### config.mk
export PLATFORM = sky130hd
export DESIGN_NAME = arctan_overdrive_sample_top
export DESIGN_NICKNAME = d
export VERILOG_FILES = /design/src/hdl/aos_pkg.sv /design/src/hdl/aos_mul.sv /design/src/hdl/aos_cordic.sv /design/src/hdl/arctan_overdrive_sample_top.sv
export VERILOG_INCLUDE_DIRS = /design/src /design/src/hdl
export SDC_FILE = /design/constraint.sdc
export NUM_CORES = 2
export LEC_CHECK = 0
export BUFFER_PORTS_ARGS = -buffer_cell sky130_fd_sc_hd__buf_2
export CAP_MARGIN = 20
export CORE_UTILIZATION = 60
export CTS_CLUSTER_DIAMETER = 150
export CTS_CLUSTER_SIZE = 8
export DETAILED_ROUTE_END_ITERATION = 10
export PLACE_DENSITY_LB_ADDON = 0.3
export SETUP_SLACK_MARGIN = 0.1
export SYNTH_ARGS = -nofsm -noshare
export SYNTH_HDL_FRONTEND = slang
export SYNTH_SLANG_ARGS = --single-unit
### constraint.sdc
create_clock -name clk_i -period 6.35 [get_ports clk_i]
set_input_delay 0.9525 -clock clk_i [delete_from_list [all_inputs] [get_ports clk_i]]
set_output_delay 0.9525 -clock clk_i [all_outputs]
set_load 0.01 [all_outputs]
### src/hdl/assert_macros.svh
// Assertion helpers for the RTL.
`ifndef ASSERT_MACROS_SVH
`define ASSERT_MACROS_SVH

// Clocked assertion, held off while in reset.
`define AOS_ASSERT(label, prop, msg) \
  label: assert property (@(posedge clk_i) disable iff (!rst_ni) (prop)) else $error(msg);

// Implication on the next cycle, held off while in reset.
`define AOS_ASSERT_NEXT(label, cond, prop, msg) \
  label: assert property (@(posedge clk_i) disable iff (!rst_ni) (cond) |=> (prop)) \
    else $error(msg);

`endif

### src/hdl/aos_pkg.sv
`timescale 1ns / 1ps
package aos_pkg;

  localparam int CHANNELS     = 2;
  localparam int CORDIC_STEPS = 16;
  localparam int STEP_W       = $clog2(CORDIC_STEPS);

  localparam int SAMPLE_W = 16;
  localparam int MUL_A_W  = 44;
  localparam int MUL_B_W  = 16;
  localparam int MUL_P_W  = 60;
  localparam int MUL_C_W  = $clog2(MUL_B_W);
  localparam int ANG_W    = 32;

  typedef enum logic [1:0] {
    REG_DRIVE   = 2'd0,
    REG_INV     = 2'd1,
    REG_WET_MIX = 2'd2,
    REG_VOLUME  = 2'd3
  } cfg_idx_e;

  typedef enum logic [2:0] {
    S_IDLE,
    S_MUL_DRIVE,
    S_CORDIC,
    S_MUL_INV,
    S_MUL_DRY,
    S_MUL_WET,
    S_MUL_VOL,
    S_OUT
  } state_e;

  typedef logic [31:0] turn_tab_t [CORDIC_STEPS];

  function automatic longint unsigned udiv64(longint unsigned n, longint unsigned d);
    longint unsigned q;
    longint unsigned r;
    q = 0;
    r = 0;
    for (int b = 63; b >= 0; b--) begin
      r = (r << 1) | ((n >> b) & 64'd1);
      if (r >= d) begin
        r = r - d;
        q = q | (64'd1 << b);
      end
    end
    return q;
  endfunction

  // (2/pi)*atan(2^-i) in Q.30, from a truncated series in Q.32
  function automatic turn_tab_t build_turn_tab();
    turn_tab_t       tab;
    longint unsigned rad;
    longint unsigned term;
    int              e;
    for (int i = 0; i < CORDIC_STEPS; i++) begin
      if (i == 0) begin
        tab[i] = 32'h2000_0000;
      end else begin
        rad = 0;
        for (int k = 0; k < 17; k++) begin
          e = i * (2 * k + 1);
          if (e <= 32) begin
            term = udiv64(64'd1 << (32 - e), longint'(2 * k + 1));
            rad  = (k % 2 == 1) ? rad - term : rad + term;
          end
        end
        tab[i] = 32'((rad * 64'hA2F9_836E + (64'd1 << 33)) >> 34);
      end
    end
    return tab;
  endfunction

  localparam turn_tab_t TURN_TAB = build_turn_tab();

endpackage

### src/hdl/aos_mul.sv
`timescale 1ns / 1ps
module aos_mul (
  input  logic                                 clk_i,
  input  logic                                 rst_ni,
  input  logic                                 start_i,
  input  logic signed [aos_pkg::MUL_A_W-1:0]   a_i,
  input  logic        [aos_pkg::MUL_B_W-1:0]   b_i,
  output logic                                 done_o,
  output logic signed [aos_pkg::MUL_P_W-1:0]   p_o
);

  logic                                busy_q;
  logic                                done_q;
  logic [aos_pkg::MUL_C_W-1:0]         cnt_q;
  logic signed [aos_pkg::MUL_A_W-1:0]  a_q;
  logic signed [aos_pkg::MUL_A_W:0]    hi_q;
  logic signed [aos_pkg::MUL_A_W:0]    hi_sum;
  logic [aos_pkg::MUL_B_W-1:0]         lo_q;

  // one multiplier bit per cycle, partial product shifts right
  assign hi_sum = hi_q + (lo_q[0] ? (aos_pkg::MUL_A_W+1)'(a_q) : '0);

  always_ff @(posedge clk_i or negedge rst_ni) begin
    if (!rst_ni) begin
      busy_q <= 1'b0;
      done_q <= 1'b0;
      cnt_q  <= '0;
    end else begin
      done_q <= 1'b0;
      if (start_i) begin
        busy_q <= 1'b1;
        cnt_q  <= '0;
      end else if (busy_q) begin
        cnt_q <= cnt_q + 1'b1;
        if (cnt_q == aos_pkg::MUL_C_W'(aos_pkg::MUL_B_W - 1)) begin
          busy_q <= 1'b0;
          done_q <= 1'b1;
        end
      end
    end
  end

  always_ff @(posedge clk_i) begin
    if (start_i) begin
      a_q  <= a_i;
      hi_q <= '0;
      lo_q <= b_i;
    end else if (busy_q) begin
      hi_q <= hi_sum >>> 1;
      lo_q <= {hi_sum[0], lo_q[aos_pkg::MUL_B_W-1:1]};
    end
  end

  assign done_o = done_q;
  assign p_o    = aos_pkg::MUL_P_W'({hi_q, lo_q});

endmodule

### src/hdl/aos_cordic.sv
`timescale 1ns / 1ps
module aos_cordic (
  input  logic                               clk_i,
  input  logic                               rst_ni,
  input  logic                               start_i,
  input  logic signed [31:0]                 d_i,
  output logic                               done_o,
  output logic signed [aos_pkg::ANG_W-1:0]   z_o
);

  localparam int XY_W = 36;
  localparam int Z_W  = 33;

  logic                       busy_q;
  logic                       done_q;
  logic [aos_pkg::STEP_W-1:0] i_q;
  logic signed [XY_W-1:0]     x_q;
  logic signed [XY_W-1:0]     y_q;
  logic signed [Z_W-1:0]      z_q;
  logic                       neg_q;
  logic                       zero_q;
  logic signed [XY_W-1:0]     xs;
  logic signed [XY_W-1:0]     ys;
  logic signed [Z_W-1:0]      ang;
  logic signed [Z_W-1:0]      zc;

  assign xs  = x_q >>> i_q;
  assign ys  = y_q >>> i_q;
  assign ang = Z_W'(aos_pkg::TURN_TAB[i_q]);

  always_ff @(posedge clk_i or negedge rst_ni) begin
    if (!rst_ni) begin
      busy_q <= 1'b0;
      done_q <= 1'b0;
      i_q    <= '0;
    end else begin
      done_q <= 1'b0;
      if (start_i) begin
        busy_q <= 1'b1;
        i_q    <= '0;
      end else if (busy_q) begin
        i_q <= i_q + 1'b1;
        if (i_q == aos_pkg::STEP_W'(aos_pkg::CORDIC_STEPS - 1)) begin
          busy_q <= 1'b0;
          done_q <= 1'b1;
        end
      end
    end
  end

  always_ff @(posedge clk_i) begin
    if (start_i) begin
      x_q    <= XY_W'(64'd1 << 26);
      y_q    <= d_i[31] ? -XY_W'(d_i) : XY_W'(d_i);
      z_q    <= '0;
      neg_q  <= d_i[31];
      zero_q <= (d_i == '0);
    end else if (busy_q) begin
      if (!y_q[XY_W-1]) begin
        x_q <= x_q + ys;
        y_q <= y_q - xs;
        z_q <= z_q + ang;
      end else begin
        x_q <= x_q - ys;
        y_q <= y_q + xs;
        z_q <= z_q - ang;
      end
    end
  end

  always_comb begin
    if (zero_q || z_q[Z_W-1]) begin
      zc = '0;
    end else if (z_q > Z_W'(64'd1 << 30)) begin
      zc = Z_W'(64'd1 << 30);
    end else begin
      zc = z_q;
    end
  end

  assign done_o = done_q;
  assign z_o    = neg_q ? -aos_pkg::ANG_W'(zc) : aos_pkg::ANG_W'(zc);

endmodule

### src/hdl/arctan_overdrive_sample_top.sv
`timescale 1ns / 1ps
// Arctangent soft-clip overdrive, one audio sample per transaction. The sample
// is added to its channel's previous sample, driven, clipped by a 16-step
// CORDIC, scaled back, mixed wet/dry, scaled by volume and saturated to Q1.15.
// One transaction is processed at a time: one pass of the shared bit-serial
// multiplier for the drive, one CORDIC pass, then four more multiplier passes
// for the inverse gain, dry, wet and volume scaling, each pass running its
// steps and then signalling done. The result register is then loaded and the
// block returns to idle. The result register lets the next input be taken
// while the previous result waits on the output. A result that is still
// waiting when the next one is ready holds the block until it is taken.
`include "assert_macros.svh"
module arctan_overdrive_sample_top (
  input  logic        clk_i,
  input  logic        rst_ni,
  input  logic        cfg_we_i,
  input  logic [1:0]  cfg_addr_i,
  input  logic [15:0] cfg_wdata_i,
  input  logic        s_axis_tvalid_i,
  output logic        s_axis_tready_o,
  input  logic [15:0] s_axis_tdata_i,   // [15:0] sample_in
  input  logic        s_axis_tuser_i,   // [0] channel_index
  output logic        m_axis_tvalid_o,
  input  logic        m_axis_tready_i,
  output logic [15:0] m_axis_tdata_o,   // [15:0] sample_out
  output logic [1:0]  m_axis_tuser_o    // [0] channel_out, [1] clipped
);

  aos_pkg::state_e state_q, state_d;

  logic [14:0] drive_q;
  logic [14:0] inv_q;
  logic [15:0] wet_mix_q;
  logic [14:0] vol_q;

  logic signed [15:0] prev_q [aos_pkg::CHANNELS];
  logic               ch_q;
  logic signed [15:0] x_q;
  logic signed [26:0] wet_q, wet_d;
  logic signed [31:0] t_q, t_d;
  logic        [15:0] res_q, res_d;
  logic               clip_q, clip_d;
  logic               out_valid_q;
  logic        [15:0] out_data_q;
  logic        [1:0]  out_user_q;

  logic                                 in_acc;
  logic                                 hist;
  logic signed [16:0]                   prev_sel;
  logic [15:0]                          m_eff;
  logic [15:0]                          dry;
  logic                                 mul_start;
  logic signed [aos_pkg::MUL_A_W-1:0]   mul_a;
  logic        [aos_pkg::MUL_B_W-1:0]   mul_b;
  logic                                 mul_done;
  logic signed [aos_pkg::MUL_P_W-1:0]   mul_p;
  logic signed [aos_pkg::MUL_P_W-1:0]   p_rnd;
  logic                                 cor_start;
  logic                                 cor_done;
  logic signed [aos_pkg::ANG_W-1:0]     cor_z;
  logic signed [23:0]                   r;
  logic                                 load_out;
  logic                                 mul_phase;

  assign s_axis_tready_o = (state_q == aos_pkg::S_IDLE);
  assign in_acc          = s_axis_tvalid_i && s_axis_tready_o;
  assign hist            = (32'(s_axis_tuser_i) < aos_pkg::CHANNELS);
  assign prev_sel        = hist ? 17'(prev_q[s_axis_tuser_i]) : '0;
  assign m_eff           = (wet_mix_q > 16'h8000) ? 16'h8000 : wet_mix_q;
  assign dry             = 16'h8000 - m_eff;
  assign load_out        = (state_q == aos_pkg::S_OUT) && (!out_valid_q || m_axis_tready_i);
  assign mul_phase       = (state_q == aos_pkg::S_MUL_DRIVE) || (state_q == aos_pkg::S_MUL_INV) ||
                           (state_q == aos_pkg::S_MUL_DRY) || (state_q == aos_pkg::S_MUL_WET) ||
                           (state_q == aos_pkg::S_MUL_VOL);

  always_ff @(posedge clk_i or negedge rst_ni) begin
    if (!rst_ni) begin
      drive_q   <= 15'd1024;
      inv_q     <= 15'd8192;
      wet_mix_q <= 16'd16384;
      vol_q     <= 15'd9192;
    end else if (cfg_we_i) begin
      case (aos_pkg::cfg_idx_e'(cfg_addr_i))
        aos_pkg::REG_DRIVE:   drive_q   <= cfg_wdata_i[14:0];
        aos_pkg::REG_INV:     inv_q     <= cfg_wdata_i[14:0];
        aos_pkg::REG_WET_MIX: wet_mix_q <= cfg_wdata_i;
        aos_pkg::REG_VOLUME:  vol_q     <= cfg_wdata_i[14:0];
        default: ;
      endcase
    end
  end

  always_ff @(posedge clk_i or negedge rst_ni) begin
    if (!rst_ni) begin
      for (int c = 0; c < aos_pkg::CHANNELS; c++) begin
        prev_q[c] <= '0;
      end
    end else if (in_acc && hist) begin
      prev_q[s_axis_tuser_i] <= s_axis_tdata_i;
    end
  end

  always_comb begin
    state_d   = state_q;
    mul_start = 1'b0;
    mul_a     = '0;
    mul_b     = '0;
    cor_start = 1'b0;
    wet_d     = wet_q;
    t_d       = t_q;
    res_d     = res_q;
    clip_d    = clip_q;
    p_rnd     = '0;
    r         = '0;
    case (state_q)
      aos_pkg::S_IDLE: begin
        if (in_acc) begin
          mul_start = 1'b1;
          mul_a     = aos_pkg::MUL_A_W'(17'(signed'(s_axis_tdata_i)) + prev_sel);
          mul_b     = aos_pkg::MUL_B_W'(drive_q);
          state_d   = aos_pkg::S_MUL_DRIVE;
        end
      end
      aos_pkg::S_MUL_DRIVE: begin
        if (mul_done) begin
          cor_start = 1'b1;
          state_d   = aos_pkg::S_CORDIC;
        end
      end
      aos_pkg::S_CORDIC: begin
        if (cor_done) begin
          mul_start = 1'b1;
          mul_a     = aos_pkg::MUL_A_W'(cor_z);
          mul_b     = aos_pkg::MUL_B_W'(inv_q);
          state_d   = aos_pkg::S_MUL_INV;
        end
      end
      aos_pkg::S_MUL_INV: begin
        if (mul_done) begin
          p_rnd     = mul_p + aos_pkg::MUL_P_W'(64'd1 << 19);
          wet_d     = p_rnd[46:20];
          mul_start = 1'b1;
          mul_a     = aos_pkg::MUL_A_W'(x_q);
          mul_b     = dry;
          state_d   = aos_pkg::S_MUL_DRY;
        end
      end
      aos_pkg::S_MUL_DRY: begin
        if (mul_done) begin
          t_d       = mul_p[31:0];
          mul_start = 1'b1;
          mul_a     = aos_pkg::MUL_A_W'(wet_q);
          mul_b     = m_eff;
          state_d   = aos_pkg::S_MUL_WET;
        end
      end
      aos_pkg::S_MUL_WET: begin
        if (mul_done) begin
          mul_start = 1'b1;
          mul_a     = mul_p[aos_pkg::MUL_A_W-1:0] + (aos_pkg::MUL_A_W'(t_q) <<< 8);
          mul_b     = aos_pkg::MUL_B_W'(vol_q);
          state_d   = aos_pkg::S_MUL_VOL;
        end
      end
      aos_pkg::S_MUL_VOL: begin
        if (mul_done) begin
          p_rnd = mul_p + aos_pkg::MUL_P_W'(64'd1 << 35);
          r     = p_rnd[59:36];
          if (r > 24'sd32767) begin
            res_d  = 16'h7FFF;
            clip_d = 1'b1;
          end else if (r < -24'sd32768) begin
            res_d  = 16'h8000;
            clip_d = 1'b1;
          end else begin
            res_d  = r[15:0];
            clip_d = 1'b0;
          end
          state_d = aos_pkg::S_OUT;
        end
      end
      aos_pkg::S_OUT: begin
        if (load_out) begin
          state_d = aos_pkg::S_IDLE;
        end
      end
      default: state_d = aos_pkg::S_IDLE;
    endcase
  end

  always_ff @(posedge clk_i or negedge rst_ni) begin
    if (!rst_ni) begin
      state_q     <= aos_pkg::S_IDLE;
      out_valid_q <= 1'b0;
    end else begin
      state_q <= state_d;
      if (load_out) begin
        out_valid_q <= 1'b1;
      end else if (m_axis_tready_i) begin
        out_valid_q <= 1'b0;
      end
    end
  end

  always_ff @(posedge clk_i) begin
    if (in_acc) begin
      ch_q <= s_axis_tuser_i;
      x_q  <= s_axis_tdata_i;
    end
    wet_q  <= wet_d;
    t_q    <= t_d;
    res_q  <= res_d;
    clip_q <= clip_d;
    if (load_out) begin
      out_data_q <= res_q;
      out_user_q <= {clip_q, ch_q};
    end
  end

  aos_mul u_mul (
    .clk_i   (clk_i),
    .rst_ni  (rst_ni),
    .start_i (mul_start),
    .a_i     (mul_a),
    .b_i     (mul_b),
    .done_o  (mul_done),
    .p_o     (mul_p)
  );

  aos_cordic u_cordic (
    .clk_i   (clk_i),
    .rst_ni  (rst_ni),
    .start_i (cor_start),
    .d_i     (mul_p[31:0]),
    .done_o  (cor_done),
    .z_o     (cor_z)
  );

  assign m_axis_tvalid_o = out_valid_q;
  assign m_axis_tdata_o  = out_data_q;
  assign m_axis_tuser_o  = out_user_q;

  `AOS_ASSERT_NEXT(a_accept_starts, in_acc, state_q == aos_pkg::S_MUL_DRIVE, "accept did not start")
  `AOS_ASSERT(a_cordic_done_state, !cor_done || state_q == aos_pkg::S_CORDIC, "stray cordic done")
  `AOS_ASSERT(a_mul_done_state, !mul_done || mul_phase, "stray mul done")
  `AOS_ASSERT(a_clip_full_scale, !(m_axis_tvalid_o && m_axis_tuser_o[1]) || m_axis_tdata_o == 16'h7FFF || m_axis_tdata_o == 16'h8000, "clip flag without full scale")

endmodule

==> key figures <==
Clock tree
  • CTS H-Tree Depth: 2
  • Hold Buf Count CTS: 0
  • CTS tree: done
  • Clock-pin slew on the worst setup and hold paths: 60 ps
  • Root Driver: clkbuf_16
  • Worst-skew pair later-pin latency: 660 ps
  • Total CTS buffers: 59
  • Clk sinks: 431
  • Longest Clk Path Bufs: 3

Finish
  • Fin area: 37400 um^2
  • Area delta synth->final: 7.97%
  • Multi-input combinational cell area: 22300 um^2
  • Number of fill cells in the layout: 4523
  • Nets@finish: 4033
  • Share of post-route cells with drive strength above 1: 0.121
  • Commonest non-fill, non-tap cell in the layout: nand2_1
  • Reg area: 11300 um^2
  • Most frequent cells in the layout: 360 x nand2_1, 332 x nor2_1, 276 x a21oi_1, 255 x o21ai_0, 213 x ha_1

Route
  • Initial drt markers: 3099
  • Via density: 6.44
  • Vias post-DR: 29509
  • Routed wire length per instance: 21.0 um
  • Antenna-violating nets left: 0
  • # DRC: 0
  • Drt pass-1 iters: 7
  • Routed WL: 96.3 mm

Floorplan
  • Die Wd: 242 um
  • Row Count: 87
  • Die H: 242 um
  • Die area: 58700 um^2
  • Initial Util: 0.611
  • Core area: 56700 um^2
  • # IOs: 60

STA
  • RSZ-0062 raised after global routing: no
  • Least-Margin Pin Slew: 1010 ps
  • Clock Skews: 48.5 ps
  • Slew Limit Headroom: 0.322
  • Setup TNS: 0 ps
  • Crit path time final: 5860 ps
  • Final Hold Viols: 0
  • Fin crit share: 0.923
  • Setup violators final: 0
  • Final Slew Violations: 0
  • Final worst setup slack: 492 ps
  • Fmax: 171 MHz

Global route
  • Initial antenna violation count: 1
  • First-pass GRT wire length: 152 mm
  • Gr usage total: 0.322
  • Overflow after GRT: 0
  • Largest net degree at the start of global routing: 74
  • Vias in the first global route: 27779

Setup path
  • Worst-path maximum fanout: 12
  • Setup Crit Path Kind: reg2reg
  • Worst Path Arrival: 6220 ps
  • Critical Path End Type: flip-flop
  • Startpoint Class: flip-flop
  • Required time of the critical path: 6720 ps
  • R2r startpoint: u_cordic.i_q[0]
  • Worst Setup SP: u_cordic.i_q[0]

Synthesis
  • Main synth FF type: edfxtp_1
  • Count of state elements after synthesis: 431
  • Avg Inst Size Synth: 9.17 um^2
  • Area share of the largest cell type after synthesis: 0.181
  • Synthesized Nets: 4037
  • Register area share after synthesis: 0.326
  • Area contributors post-synth: edfxtp_1 18%, ha_1 7.7%, dfrtp_1 7.2%
  • Post-synth EDFFs: 209
  • Synth Instances: 3778
  • Post-synthesis async set-or-reset flop share: 0.253
  • Netlist cell types: 106
  • YS warnings: 0
  • Cell taking the most area after synthesis: edfxtp_1
  • Synth Cell Area: 34600 um^2

Placement
  • Hpwl dp: 70.8 mm
  • Post-DP Area: 35600 um^2
  • Dpl ws: 335 ps
  • GP Congestion: 0.962
  • PortBufs: 59

Job
  • Max-capacitance violation count: 0

Min path
  • Hold path start: clip_q
  • Hold crit path type: reg2reg

Run status
  • Status: finished, final reports clean

Power
  • PwrDens: 544 nW/um^2
  • Leakage Power: 15.3 nW
  • Maximum vdd ir drop: 0.000298 V
==> critical path, stage by stage (launching register included) <==
cell and delay, ps:
dfrtp_4 550, buf_4 180, mux4_2 530, mux2_2 290, mux2i_1 290, ha_1 230, and2_1 140, and2_1 200
and4_4 270, a21oi_1 80, xnor2_1 140, ha_1 370, a21o_1 200, a21o_1 170, a211oi_1 260, nand3_1 180
o21ai_0 310, a21boi_0 180, a221oi_2 360, a21oi_1 150, a211oi_1 270, xnor2_1 150, nor2_1 50
==> cells in the mapped netlist (37+ instances only) <==
cell type / number
nor2_1: 333
mux2i_1: 129
edfxtp_1: 209
xor2_1: 155
o21a_1: 39
o21ai_0: 256
dfrtp_1: 99
nand3_1: 85
xnor2_1: 209
clkbuf_1: 123
inv_1: 78
nand2_1: 360
a21o_1: 101
a21oi_1: 276
mux2_2: 137
mux4_2: 63
a31oi_1: 44
ha_1: 213
and2_1: 62
a211oi_1: 37
nor3_1: 61
dfxtp_1: 113
nand2b_1: 48
nor2b_1: 38
==> cell type report <==
class / count / area share
Multi-Input combinational cell: 3073 / 0.595
Sequential cell: 431 / 0.302
Clock buffer: 106 / 0.0442
Tap cell: 756 / 0.0253
Timing Repair Buffer: 128 / 0.0229
Inverter: 81 / 0.00830
Clock inverter: 3 / 0.00214
Antenna cell: 1 / 0.0000669
==> report_power, final <==
part	total [mW]	internal, mW	switching [mW]
Sequential	4.72	3.78	0.931
Clock	3.02	1.75	1.28
Combinational	12.6	5.50	7.10
==> sequential cells by signal, summed over array words and instances, names as in the netlist, 2 cells and up <==
| signal | count |
|---|---|
| u_mul.cnt_q | 4 |
| u_mul.a_q | 44 |
| drive_q | 15 |
| u_cordic.i_q | 4 |
| u_mul.lo_q | 16 |
| u_cordic.y_q | 36 |
| state_q | 3 |
| m_axis_tuser_o | 2 |
| u_cordic.x_q | 36 |
| wet_mix_q | 16 |
| wet_q | 27 |
| u_cordic.z_q | 33 |
| m_axis_tdata_o | 16 |
| prev_q | 32 |
| vol_q | 15 |
| inv_q | 15 |
| u_mul.hi_q | 44 |
| x_q | 16 |
| t_q | 32 |
| res_q | 16 |
==> through the flow <==
| stage | hold WS [ps] | utilization | power, mW | instances |
|---|---|---|---|---|
| global placement | 401 | 0.627 | 16.7 | 4462 |
| detailed placement | 405 | 0.627 | 17.0 | 4463 |
| global route | 419 | 0.660 | 21.9 | 4579 |
| CTS | 410 | 0.658 | 20.1 | 4572 |
| floorplan | 400 | - | 14.2 | 3778 |
| finish | 410 | 0.660 | 20.3 | 4579 |
==> timing repair <==
item	CTS	global route
gates resized for setup	0	6
setup endpoints to repair	0	14
buffers inserted	0	6
hold endpoints to repair	0	0
==> path summary, 6_finish.rpt <==
kind	end	slack (ps)	depth (start not counted)
worst min register to register	m_axis_tuser_o[1]	410	0
worst max-delay path	u_cordic.y_q[35]	490	22
max in group asynchronous	prev_q[31]	4780	2
min in group asynchronous	drive_q[5]	440	1
worst max register to register	u_cordic.y_q[35]	490	22
worst min-delay path	m_axis_tuser_o[1]	410	0
==> cell families (layout without fill, tap and decap cells) <==
group           count (synthesis)  count (layout)  share of synthesized area
compound gates               1017            1017                      0.187
xor+xnor                      366             366                     0.0930
simple gates                 1137            1137                      0.154
fa+ha+maj                     219             219                     0.0804
other cells                     0               1                          0
buf+inv                       274             318                     0.0334
flops                         431             431                      0.326
mux                           334             334                      0.126
==> routing by layer <==
| metal | part of all wire | wire (um) | GRT usage |
|---|---|---|---|
| met1 | 0.43 | 41400 | 0.450 |
| met2 | 0.44 | 42700 | 0.501 |
| met3 | 0.091 | 8760 | 0.0534 |
| met4 | 0.036 | 3440 | 0.121 |
| met5 | 0 | 0 | 0 |
Note: power is estimated with default switching activity, not from simulation.
